===== src/sv/plm_pkg.sv =====
`timescale 1ns / 1ps
// Shared constants, types and reciprocal tables for the peak level meter.
// No dependencies; imported by every module of the block.
package plm_pkg;

  localparam int SAMPLE_BITS_DEF  = 24;
  localparam int DB_FRAC_BITS_DEF = 8;

  // configuration port
  localparam int COEFF_W   = 16;
  localparam int CFG_IDX_W = 8;
  localparam logic [COEFF_W-1:0]   FALLOFF_RESET = 16'd65234;
  localparam logic [CFG_IDX_W-1:0] CFG_FALLOFF   = 8'd0;
  localparam logic [CFG_IDX_W-1:0] CFG_STEREO    = 8'd1;

  // log2 mantissa is held in Q0.24
  localparam int TFRAC    = 24;
  localparam int POLYX_W  = 26;
  localparam int Q1_W_MAX = 27;

  // shared multiplier
  localparam int MUL_A_W = 32;
  localparam int MUL_B_W = 29;
  localparam int MUL_P_W = MUL_A_W + MUL_B_W;

  // floor(x/3)  = (x * RECIP3)  >> 29, exact for x < 2^29
  // floor(x/53) = (x * RECIP53) >> 33, exact for x < 2^27
  localparam int RECIP3_SHIFT  = 29;
  localparam int RECIP53_SHIFT = 33;
  localparam logic [63:0] RECIP3_FULL  = ((64'd1 << RECIP3_SHIFT) + 64'd2) / 64'd3;
  localparam logic [63:0] RECIP53_FULL = ((64'd1 << RECIP53_SHIFT) + 64'd52) / 64'd53;
  localparam logic [MUL_B_W-1:0] RECIP3    = RECIP3_FULL[MUL_B_W-1:0];
  localparam logic [MUL_B_W-1:0] RECIP53   = RECIP53_FULL[MUL_B_W-1:0];
  localparam logic [MUL_B_W-1:0] POLY_FOUR = MUL_B_W'(4) << TFRAC;

  typedef enum logic [1:0] {
    MUL_DECAY,
    MUL_POLY,
    MUL_DIV3,
    MUL_DIV53
  } mul_op_t;

  typedef struct packed {
    logic [MUL_A_W-1:0]  peak;
    logic [COEFF_W-1:0]  coeff;
    logic [TFRAC-1:0]    tq;
    logic [POLYX_W-1:0]  poly_x;
    logic [Q1_W_MAX-1:0] q1;
  } mul_src_t;

endpackage


===== src/sv/peak_level_meter_db_hysteresis_unit.sv =====
`timescale 1ns / 1ps
// Peak level meter top: sequencer, state registers and config port.
// Depends on plm_pkg, plm_mag and plm_mul.
//
//  channel | direction | handshake             | payload
//  --------+-----------+-----------------------+-------------------------------------
//  in_     | input     | in_valid / in_ready   | sample_left, sample_right, last_in_block
//  out_    | output    | out_valid / out_ready | level_out (one beat per block end)
//  cfg_    | input     | cfg_valid / cfg_ready | cfg_index, cfg_data
//
// Each beat is taken while idle and folded into the peak; a beat that opens a block first
// gets a decay pass on the shared multiplier. A block end then either reports the floor
// or runs a one-bit-per-cycle leading-one search and then the polynomial, divide, scale
// and hysteresis steps on the single multiplier before the output step.
// Reset: synchronous, active low; peak and reported level 0, reported dB at -120 dB,
// block start armed. No clearing pass.
// Stalls: in_ready only while idle; a result may wait in the output register while
// the next beat goes in, and the output step holds only if one is still there.
// cfg_ready is always high; a write to an unlisted index is dropped.
module peak_level_meter_db_hysteresis_unit import plm_pkg::*; #(
  parameter int SAMPLE_BITS  = SAMPLE_BITS_DEF,
  parameter int DB_FRAC_BITS = DB_FRAC_BITS_DEF
) (
  input  logic                          clk,
  input  logic                          rst_n,
  // sample input
  input  logic                          in_valid,
  output logic                          in_ready,
  input  logic signed [SAMPLE_BITS-1:0] in_sample_left,
  input  logic signed [SAMPLE_BITS-1:0] in_sample_right,
  input  logic                          in_last_in_block,
  // level output
  output logic                          out_valid,
  input  logic                          out_ready,
  output logic        [SAMPLE_BITS-1:0] out_level_out,
  // configuration writes
  input  logic                          cfg_valid,
  output logic                          cfg_ready,
  input  logic        [CFG_IDX_W-1:0]   cfg_index,
  input  logic        [COEFF_W-1:0]     cfg_data
);

  // ---------------------------------------------------------------------------
  // Derived widths and constants
  // ---------------------------------------------------------------------------
  localparam int SH_W      = $clog2(SAMPLE_BITS);      // shift count, SB-1 max
  localparam int NEGL_W    = SH_W + TFRAC;             // -log2 in Q.24
  localparam int NUM_W     = NEGL_W + 10;              // -log2 * 320 + den/2
  localparam int DEN_SHIFT = TFRAC - DB_FRAC_BITS;     // den = 53 << DEN_SHIFT
  localparam int Q1_W      = NUM_W - DEN_SHIFT;
  localparam int DB_W      = DB_FRAC_BITS + 9;         // signed Q8.F plus margin
  localparam int DIFF_W    = DB_W + 1;

  localparam logic [63:0] FS_WIDE = 64'd1 << (SAMPLE_BITS - 1);
  localparam logic [SAMPLE_BITS-1:0] FULL_SCALE = SAMPLE_BITS'(FS_WIDE);
  // peak * 1e6 <= full scale  <=>  peak <= floor(full scale / 1e6)
  localparam logic [SAMPLE_BITS-1:0] FLOOR_LIM = SAMPLE_BITS'(FS_WIDE / 64'd1000000);
  localparam logic signed [DB_W-1:0] DB_FLOOR =
    DB_W'(-120 * (2 ** DB_FRAC_BITS));
  localparam logic [NUM_W-1:0] HALF_DEN = NUM_W'(53 * (2 ** (DEN_SHIFT - 1)));
  // |d| * 10 > 2^F  <=>  |d| > floor(2^F / 10)
  localparam logic [DIFF_W-1:0] HYST_LIM = DIFF_W'((2 ** DB_FRAC_BITS) / 10);

  typedef enum logic [3:0] {
    S_IDLE,
    S_DECAY,
    S_MAX,
    S_FLOOR,
    S_NORM,
    S_POLY,
    S_DIV3,
    S_NEGL,
    S_SCALE,
    S_DIV53,
    S_HYST,
    S_EMIT
  } state_t;

  // ---------------------------------------------------------------------------
  // Registers
  // ---------------------------------------------------------------------------
  state_t                   state_r, state_nxt;
  logic [SAMPLE_BITS-1:0]   peak_r, peak_nxt;
  logic [SAMPLE_BITS-1:0]   rep_level_r, rep_level_nxt;
  logic signed [DB_W-1:0]   rep_db_r, rep_db_nxt;
  logic                     block_start_r, block_start_nxt;
  logic [COEFF_W-1:0]       coeff_r, coeff_nxt;
  logic                     stereo_r, stereo_nxt;
  logic                     out_valid_r, out_valid_nxt;
  logic [SAMPLE_BITS-1:0]   out_level_r, out_level_nxt;

  // datapath scratch, no reset
  logic [SAMPLE_BITS-1:0]   a_r, a_nxt;
  logic                     last_r, last_nxt;
  logic [SAMPLE_BITS-1:0]   norm_r, norm_nxt;
  logic [SH_W-1:0]          sh_r, sh_nxt;
  logic [POLYX_W-1:0]       polyx_r, polyx_nxt;
  logic [TFRAC-1:0]         poly_r, poly_nxt;
  logic [NEGL_W-1:0]        negl_r, negl_nxt;
  logic [Q1_W-1:0]          q1_r, q1_nxt;
  logic [DB_W-1:0]          dbmag_r, dbmag_nxt;

  // ---------------------------------------------------------------------------
  // Combinational helpers
  // ---------------------------------------------------------------------------
  logic [SAMPLE_BITS-1:0]   mag;
  logic [TFRAC-1:0]         tq;
  logic [NUM_W-1:0]         num;
  logic signed [DB_W-1:0]   db_new;
  logic signed [DIFF_W-1:0] db_diff;
  logic [DIFF_W-1:0]        db_abs;
  mul_op_t                  mul_op;
  mul_src_t                 mul_src;
  logic [MUL_P_W-1:0]       prod;

  plm_mag #(
    .SAMPLE_BITS(SAMPLE_BITS)
  ) u_mag (
    .left   (in_sample_left),
    .right  (in_sample_right),
    .stereo (stereo_r),
    .mag    (mag)
  );

  // Mantissa below the leading one, moved into Q0.24.
  if (SAMPLE_BITS <= TFRAC + 1) begin : g_tq_up
    assign tq = TFRAC'(norm_r[SAMPLE_BITS-2:0]) << (TFRAC + 1 - SAMPLE_BITS);
  end else begin : g_tq_down
    assign tq = TFRAC'(norm_r[SAMPLE_BITS-2:0] >> (SAMPLE_BITS - TFRAC - 1));
  end

  always_comb begin
    mul_src        = '0;
    mul_src.peak   = MUL_A_W'(peak_r);
    mul_src.coeff  = coeff_r;
    mul_src.tq     = tq;
    mul_src.poly_x = polyx_r;
    mul_src.q1     = Q1_W_MAX'(q1_r);
  end

  plm_mul u_mul (
    .op   (mul_op),
    .src  (mul_src),
    .prod (prod)
  );

  // -log2 * 320 + den/2, with 320 = 256 + 64
  assign num = (NUM_W'(negl_r) << 8) + (NUM_W'(negl_r) << 6) + HALF_DEN;

  assign db_new  = $signed(-dbmag_r);
  assign db_diff = {db_new[DB_W-1], db_new} - {rep_db_r[DB_W-1], rep_db_r};
  assign db_abs  = db_diff[DB_W] ? DIFF_W'(-db_diff) : DIFF_W'(db_diff);

  assign in_ready      = (state_r == S_IDLE);
  assign cfg_ready     = 1'b1;
  assign out_valid     = out_valid_r;
  assign out_level_out = out_level_r;

  // ---------------------------------------------------------------------------
  // Sequencer
  // ---------------------------------------------------------------------------
  always_comb begin
    state_nxt       = state_r;
    peak_nxt        = peak_r;
    rep_level_nxt   = rep_level_r;
    rep_db_nxt      = rep_db_r;
    block_start_nxt = block_start_r;
    coeff_nxt       = coeff_r;
    stereo_nxt      = stereo_r;
    out_valid_nxt   = out_valid_r & ~out_ready;
    out_level_nxt   = out_level_r;
    a_nxt           = a_r;
    last_nxt        = last_r;
    norm_nxt        = norm_r;
    sh_nxt          = sh_r;
    polyx_nxt       = polyx_r;
    poly_nxt        = poly_r;
    negl_nxt        = negl_r;
    q1_nxt          = q1_r;
    dbmag_nxt       = dbmag_r;
    mul_op          = MUL_DECAY;

    // config writes land whatever the sequencer is doing
    if (cfg_valid) begin
      case (cfg_index)
        CFG_FALLOFF: coeff_nxt  = cfg_data;
        CFG_STEREO:  stereo_nxt = cfg_data[0];
        default: ;
      endcase
    end

    case (state_r)
      S_IDLE: begin
        if (in_valid) begin
          a_nxt     = mag;
          last_nxt  = in_last_in_block;
          state_nxt = block_start_r ? S_DECAY : S_MAX;
        end
      end
      S_DECAY: begin
        mul_op    = MUL_DECAY;
        peak_nxt  = prod[COEFF_W +: SAMPLE_BITS];
        state_nxt = S_MAX;
      end
      S_MAX: begin
        if (a_r > peak_r) begin
          peak_nxt = a_r;
        end
        block_start_nxt = last_r;
        state_nxt       = last_r ? S_FLOOR : S_IDLE;
      end
      S_FLOOR: begin
        if (peak_r <= FLOOR_LIM) begin
          // first drop to the floor reports zero, later ones change nothing
          if (rep_db_r != DB_FLOOR) begin
            rep_level_nxt = '0;
            rep_db_nxt    = DB_FLOOR;
          end
          state_nxt = S_EMIT;
        end else begin
          norm_nxt  = peak_r;
          sh_nxt    = '0;
          state_nxt = S_NORM;
        end
      end
      S_NORM: begin
        // one bit a cycle until the leading one sits at the top
        if (norm_r[SAMPLE_BITS-1]) begin
          state_nxt = S_POLY;
        end else begin
          norm_nxt = norm_r << 1;
          sh_nxt   = SH_W'(sh_r + 1'b1);
        end
      end
      S_POLY: begin
        mul_op    = MUL_POLY;
        polyx_nxt = prod[TFRAC +: POLYX_W];
        state_nxt = S_DIV3;
      end
      S_DIV3: begin
        mul_op    = MUL_DIV3;
        poly_nxt  = prod[RECIP3_SHIFT +: TFRAC];
        state_nxt = S_NEGL;
      end
      S_NEGL: begin
        // -log2 = shift count - t(4-t)/3, positive once the shift is nonzero
        negl_nxt  = {sh_r, {TFRAC{1'b0}}} - NEGL_W'(poly_r);
        state_nxt = S_SCALE;
      end
      S_SCALE: begin
        q1_nxt    = num[NUM_W-1:DEN_SHIFT];
        state_nxt = S_DIV53;
      end
      S_DIV53: begin
        mul_op    = MUL_DIV53;
        dbmag_nxt = prod[RECIP53_SHIFT +: DB_W];
        state_nxt = S_HYST;
      end
      S_HYST: begin
        if (db_abs > HYST_LIM) begin
          rep_level_nxt = peak_r;
          rep_db_nxt    = db_new;
        end
        state_nxt = S_EMIT;
      end
      S_EMIT: begin
        if (!out_valid_r || out_ready) begin
          out_level_nxt = rep_level_r;
          out_valid_nxt = 1'b1;
          state_nxt     = S_IDLE;
        end
      end
      default: begin
        state_nxt = S_IDLE;
      end
    endcase
  end

  always_ff @(posedge clk) begin
    if (!rst_n) begin
      state_r       <= S_IDLE;
      peak_r        <= '0;
      rep_level_r   <= '0;
      rep_db_r      <= DB_FLOOR;
      block_start_r <= 1'b1;
      coeff_r       <= FALLOFF_RESET;
      stereo_r      <= 1'b0;
      out_valid_r   <= 1'b0;
    end else begin
      state_r       <= state_nxt;
      peak_r        <= peak_nxt;
      rep_level_r   <= rep_level_nxt;
      rep_db_r      <= rep_db_nxt;
      block_start_r <= block_start_nxt;
      coeff_r       <= coeff_nxt;
      stereo_r      <= stereo_nxt;
      out_valid_r   <= out_valid_nxt;
      out_level_r   <= out_level_nxt;
    end
  end

  always_ff @(posedge clk) begin
    a_r     <= a_nxt;
    last_r  <= last_nxt;
    norm_r  <= norm_nxt;
    sh_r    <= sh_nxt;
    polyx_r <= polyx_nxt;
    poly_r  <= poly_nxt;
    negl_r  <= negl_nxt;
    q1_r    <= q1_nxt;
    dbmag_r <= dbmag_nxt;
  end

  // ---------------------------------------------------------------------------
  // Assertions
  // ---------------------------------------------------------------------------
  // the leading-one search only runs on a nonzero word
  a_norm_nonzero: assert property (@(posedge clk) disable iff (!rst_n)
    (state_r == S_NORM) |-> (norm_r != '0))
    else $error("leading-one search started on zero");

  // reported dB is never above 0 dB
  a_db_nonpos: assert property (@(posedge clk) disable iff (!rst_n)
    (rep_db_r <= 0))
    else $error("reported dB went positive");

  // decay and max never push the peak past full scale
  a_peak_range: assert property (@(posedge clk) disable iff (!rst_n)
    (peak_r <= FULL_SCALE))
    else $error("peak above full scale");

  // leaving the output step always presents the reported level
  a_emit_loads: assert property (@(posedge clk) disable iff (!rst_n)
    (state_r == S_EMIT) && (state_nxt == S_IDLE) |=>
      out_valid_r && (out_level_r == $past(rep_level_r)))
    else $error("block end result not loaded");

endmodule


===== src/sv/plm_mag.sv =====
`timescale 1ns / 1ps
// Sample magnitude: |left| in mono, |left + right| / 2 (truncated) in stereo.
// Depends on plm_pkg.
module plm_mag import plm_pkg::*; #(
  parameter int SAMPLE_BITS = SAMPLE_BITS_DEF
) (
  input  logic signed [SAMPLE_BITS-1:0] left,
  input  logic signed [SAMPLE_BITS-1:0] right,
  input  logic                          stereo,
  output logic        [SAMPLE_BITS-1:0] mag
);

  logic [SAMPLE_BITS:0] sum;
  logic [SAMPLE_BITS:0] sum_abs;
  logic [SAMPLE_BITS:0] left_ext;
  logic [SAMPLE_BITS:0] left_abs;

  always_comb begin
    sum      = {left[SAMPLE_BITS-1], left} + {right[SAMPLE_BITS-1], right};
    sum_abs  = sum[SAMPLE_BITS] ? (~sum + 1'b1) : sum;
    left_ext = {left[SAMPLE_BITS-1], left};
    left_abs = left_ext[SAMPLE_BITS] ? (~left_ext + 1'b1) : left_ext;
    // full-scale negative gives exactly 2^(SAMPLE_BITS-1), which still fits
    if (stereo) begin
      mag = sum_abs[SAMPLE_BITS:1];
    end else begin
      mag = left_abs[SAMPLE_BITS-1:0];
    end
  end

endmodule


===== src/sv/plm_mul.sv =====
`timescale 1ns / 1ps
// Shared 32x29 multiplier with operand select for decay, polynomial and
// reciprocal divides. Depends on plm_pkg.
module plm_mul import plm_pkg::*; (
  input  mul_op_t            op,
  input  mul_src_t           src,
  output logic [MUL_P_W-1:0] prod
);

  logic [MUL_A_W-1:0] opa;
  logic [MUL_B_W-1:0] opb;

  always_comb begin
    case (op)
      MUL_DECAY: begin
        opa = src.peak;
        opb = MUL_B_W'(src.coeff);
      end
      MUL_POLY: begin
        // t * (4 - t), Q0.24 by Q3.24
        opa = MUL_A_W'(src.tq);
        opb = POLY_FOUR - MUL_B_W'(src.tq);
      end
      MUL_DIV3: begin
        opa = MUL_A_W'(src.poly_x);
        opb = RECIP3;
      end
      MUL_DIV53: begin
        opa = MUL_A_W'(src.q1);
        opb = RECIP53;
      end
      default: begin
        opa = '0;
        opb = '0;
      end
    endcase
  end

  assign prod = MUL_P_W'(opa) * MUL_P_W'(opb);

endmodule


===== config.mk =====
export PLATFORM = sky130hd
export DESIGN_NAME = peak_level_meter_db_hysteresis_unit
export DESIGN_NICKNAME = d
export VERILOG_FILES = /design/src/sv/plm_pkg.sv /design/src/sv/peak_level_meter_db_hysteresis_unit.sv /design/src/sv/plm_mag.sv /design/src/sv/plm_mul.sv
export SDC_FILE = /design/constraint.sdc
export NUM_CORES = 2
export LEC_CHECK = 0
export BUFFER_PORTS_ARGS = -buffer_cell sky130_fd_sc_hd__buf_2
export CAP_MARGIN = 20
export CORE_AREA = 2 2 323 325
export CTS_BUF_LIST = sky130_fd_sc_hd__clkbuf_4 sky130_fd_sc_hd__clkbuf_8
export DETAILED_ROUTE_END_ITERATION = 10
export DIE_AREA = 0 0 325 327
export PLACE_DENSITY = 0.6
export SKIP_CTS_REPAIR_TIMING = 1
export SLEW_MARGIN = 40
export SYNTH_ARGS = -nofsm -noshare
export SYNTH_HDL_FRONTEND = slang
export SYNTH_SLANG_ARGS = --single-unit

===== constraint.sdc =====
create_clock -name clk -period 10.5 [get_ports clk]
set_input_delay 0.525 -clock clk [delete_from_list [all_inputs] [get_ports clk]]
set_output_delay 0.525 -clock clk [all_outputs]
set_load 0.01 [all_outputs]

==> summary.txt <==
DIE HEIGHT - 327 um
Die ar. - 106300 um^2
Slew HR - 0.4108
initial antenna violation count - 4
Ys Warns - 0
CTS sink count - 284
Core ar. - 102900 um^2
Avg WL per Cell - 23.48 um
Initial Util - 0.3956
FILL cells - 10210
EDFF count, synth - 196
DP Cell Count - 6025
Antenna Violating Nets Remaining - 0
largest net degree at the start of global routing - 80
CP required - 11.00 ns
Crit Path Class - flip-flop to flip-flop
hold violation count in the final report - 0
period utilization - 0.9614
CTS tree - yes
outcome - finished, final reports clean
Vias - 33100
CP Capture Type - flip-flop
die width - 325 um
number of buffers and inverters on the critical path - 8
dpl hpwl - 119500 um
Hold WC Path Type - primary input to flip-flop
CP max-delay cell - o21ai_4
H-tree Lvls - 2
area growth from synthesis to layout - 11.19%
CTS root buffer - clkbuf_8
worst-margin pin slew - 0.8780 ns
Clock Pin Slew Worst Setup and Hold Paths - 0.07 ns
Synth top area share - 0.3044
CP Max Fanout - 21
Vias/cell - 5.410
Post-Syn Area - 40710 um^2
Post-Syn Instances - 4475
Syn Area/Cell - 9.096 um^2
Synth Register Bits - 284
std cell rows - 118
grt total ovfl - 0
Yosys cell types - 96
ys async rst share - 0
CTS Buffer Depth - 3
TritonCTS Buffers - 49
arrival time worst endpoint - 10.59 ns
maxcap violations - 0
fin cells - 6119
Final setup viols - 0
Final Hold Slack - 0.08753 ns
area leader, netlist - fa_1
Worst setup SP type - flip-flop
First DRT Iteration DRCs - 3034
delay-heaviest family, CP - adder cells
CP max stage delay - 0.68 ns
Final nets - 5769
Final Skew - 0.03758 ns
Synth area leaders - fa_1, edfxtp_1, ha_1, inv_1, nand2_1
Crit path top cell by count - fa_1
first-pass GRT wire length - 217500 um
Final GP Congestion - 1.016
drt drc - 0
proportion of layout cells with a drive suffix above 1 - 0.09669
sequential area share after synthesis - 0.1879
number of I/O port buffers - 103
vias in the first global route - 34030
clk_lat worst skew - 0.66 ns
Tmin final - 10.09 ns
Max Freq - 0.09906 GHz
Routed WL - 143700 um
Synth Flop Type - edfxtp_1
max-slew violations - 0
total track usage - 0.2734
Top-Level Pins - 105
DR pass1 iterations - 6
[worst paths after layout]
| check | startpoint | end | slack (ns) | depth (start not counted) |
|---|---|---|---|---|
| hold reg to reg | rep_level_r[4]$_SDFFE_PN0P_ | out_level_out[4]$_DFFE_PP_ | 0.43 | 0 |
| hold / removal | in_last_in_block | last_r$_DFFE_PP_ | 0.09 | 1 |
| setup / recovery | state_r[2]$_SDFFE_PN0P_ | peak_r[15]$_SDFFE_PN0P_ | 0.41 | 33 |
| setup reg to reg | state_r[2]$_SDFFE_PN0P_ | peak_r[15]$_SDFFE_PN0P_ | 0.41 | 33 |
[worst register-to-register path, delay by kind of cell (launching register included)]
kind                       cells  cell delay [ns]
adders and majority gates      9             4.32
AOI/OAI and AO/OA             10             3.08
buffers and inverters          8             1.13
and+or+nand+nor                5             0.64
DFF                            1             0.53
xor gates and xnor gates       1             0.28
[cell families after synthesis]
| family | synth area share |
|---|---|
| buf+inv | 0.08816 |
| fa+ha+maj | 0.4197 |
| xor+xnor | 0.04147 |
| compound gates | 0.1147 |
| flops | 0.1879 |
| simple gates | 0.1460 |
| other cells | 0.0001845 |
| mux | 0.001875 |
[layer usage]
metal,vias up,global-route usage,part of all wire
li1,14870,-,-
met1,16690,0.3680,0.43
met2,1240,0.4436,0.46
met3,293,0.03718,0.065
met4,4,0.1159,0.049
met5,-,0,0.00019
[cell usage after synthesis, drive strengths merged (15+ instances only)]
master and count:
nand2b 53, a31oi 24, nor3 64, xnor2 123, nor2 451, or2 20
ha 375, clkbuf 148, a32o 38, o31ai 25, nand4 18, a21boi 23
inv 783, fa 619, and2 25, o211ai 24, a22o 19, nand2 551
a21o 68, nor2b 23, edfxtp 196, dfxtp 88, or3 26, nor4 25
buf 19, a22oi 15, o21ai 120, a21oi 187, and3 23, o21a 24
xor2 68, nand3 57
[layout make-up]
class / count / area (um^2) / share of cell area
Multi-Input combinational cell: 3293 / 29830 / 0.6591
Sequential cell: 284 / 7647 / 0.1690
Inverter: 783 / 2939 / 0.06494
Timing Repair Buffer: 286 / 1934 / 0.04274
Tap cell: 1380 / 1727 / 0.03815
Clock buffer: 67 / 859.6 / 0.01899
Clock inverter: 24 / 315.3 / 0.006966
Antenna cell: 2 / 5.005 / 0.0001106
[state kept, by name, summed over array words and instances (netlist names), 22 cells and up]
name	cells
rep_level_r	24
negl_r	29
poly_r	24
polyx_r	26
out_level_out	24
norm_r	24
a_r	24
q1_r	22
peak_r	24
[cell usage in the layout (no fill, tap or decap), drive strengths merged, types with 26 or more instances in the layout]
cell type	Yosys	routed
dfxtp	88	88
inv	783	784
buf	19	286
o21ai	120	120
conb	2	54
a21oi	187	187
nor3	64	64
a21o	68	68
or3	26	26
clkbuf	148	67
nand3	57	57
ha	375	375
fa	619	619
edfxtp	196	196
nor2	451	451
nand2b	53	53
xor2	68	68
nand2	551	551
xnor2	123	123
a32o	38	38
[metrics by stage]
step / cell area (um^2) / TNS, ns / utilization / setup slack [ns]
after floorplan: 40900 / 0 / - / 0.6592
after global placement: 43930 / 0 / 0.4269 / 0.2310
after detailed placement: 44020 / 0 / 0.4277 / 0.2856
after CTS: 45190 / 0 / 0.4392 / 0.2313
after global routing: 45260 / -0.01509 / 0.4398 / -0.01509
final: 45260 / 0 / 0.4398 / 0.4056
Power is left out: the tool's default activity adds up to more than one toggle a clock period on the data nets, which glitch-free logic cannot reach.
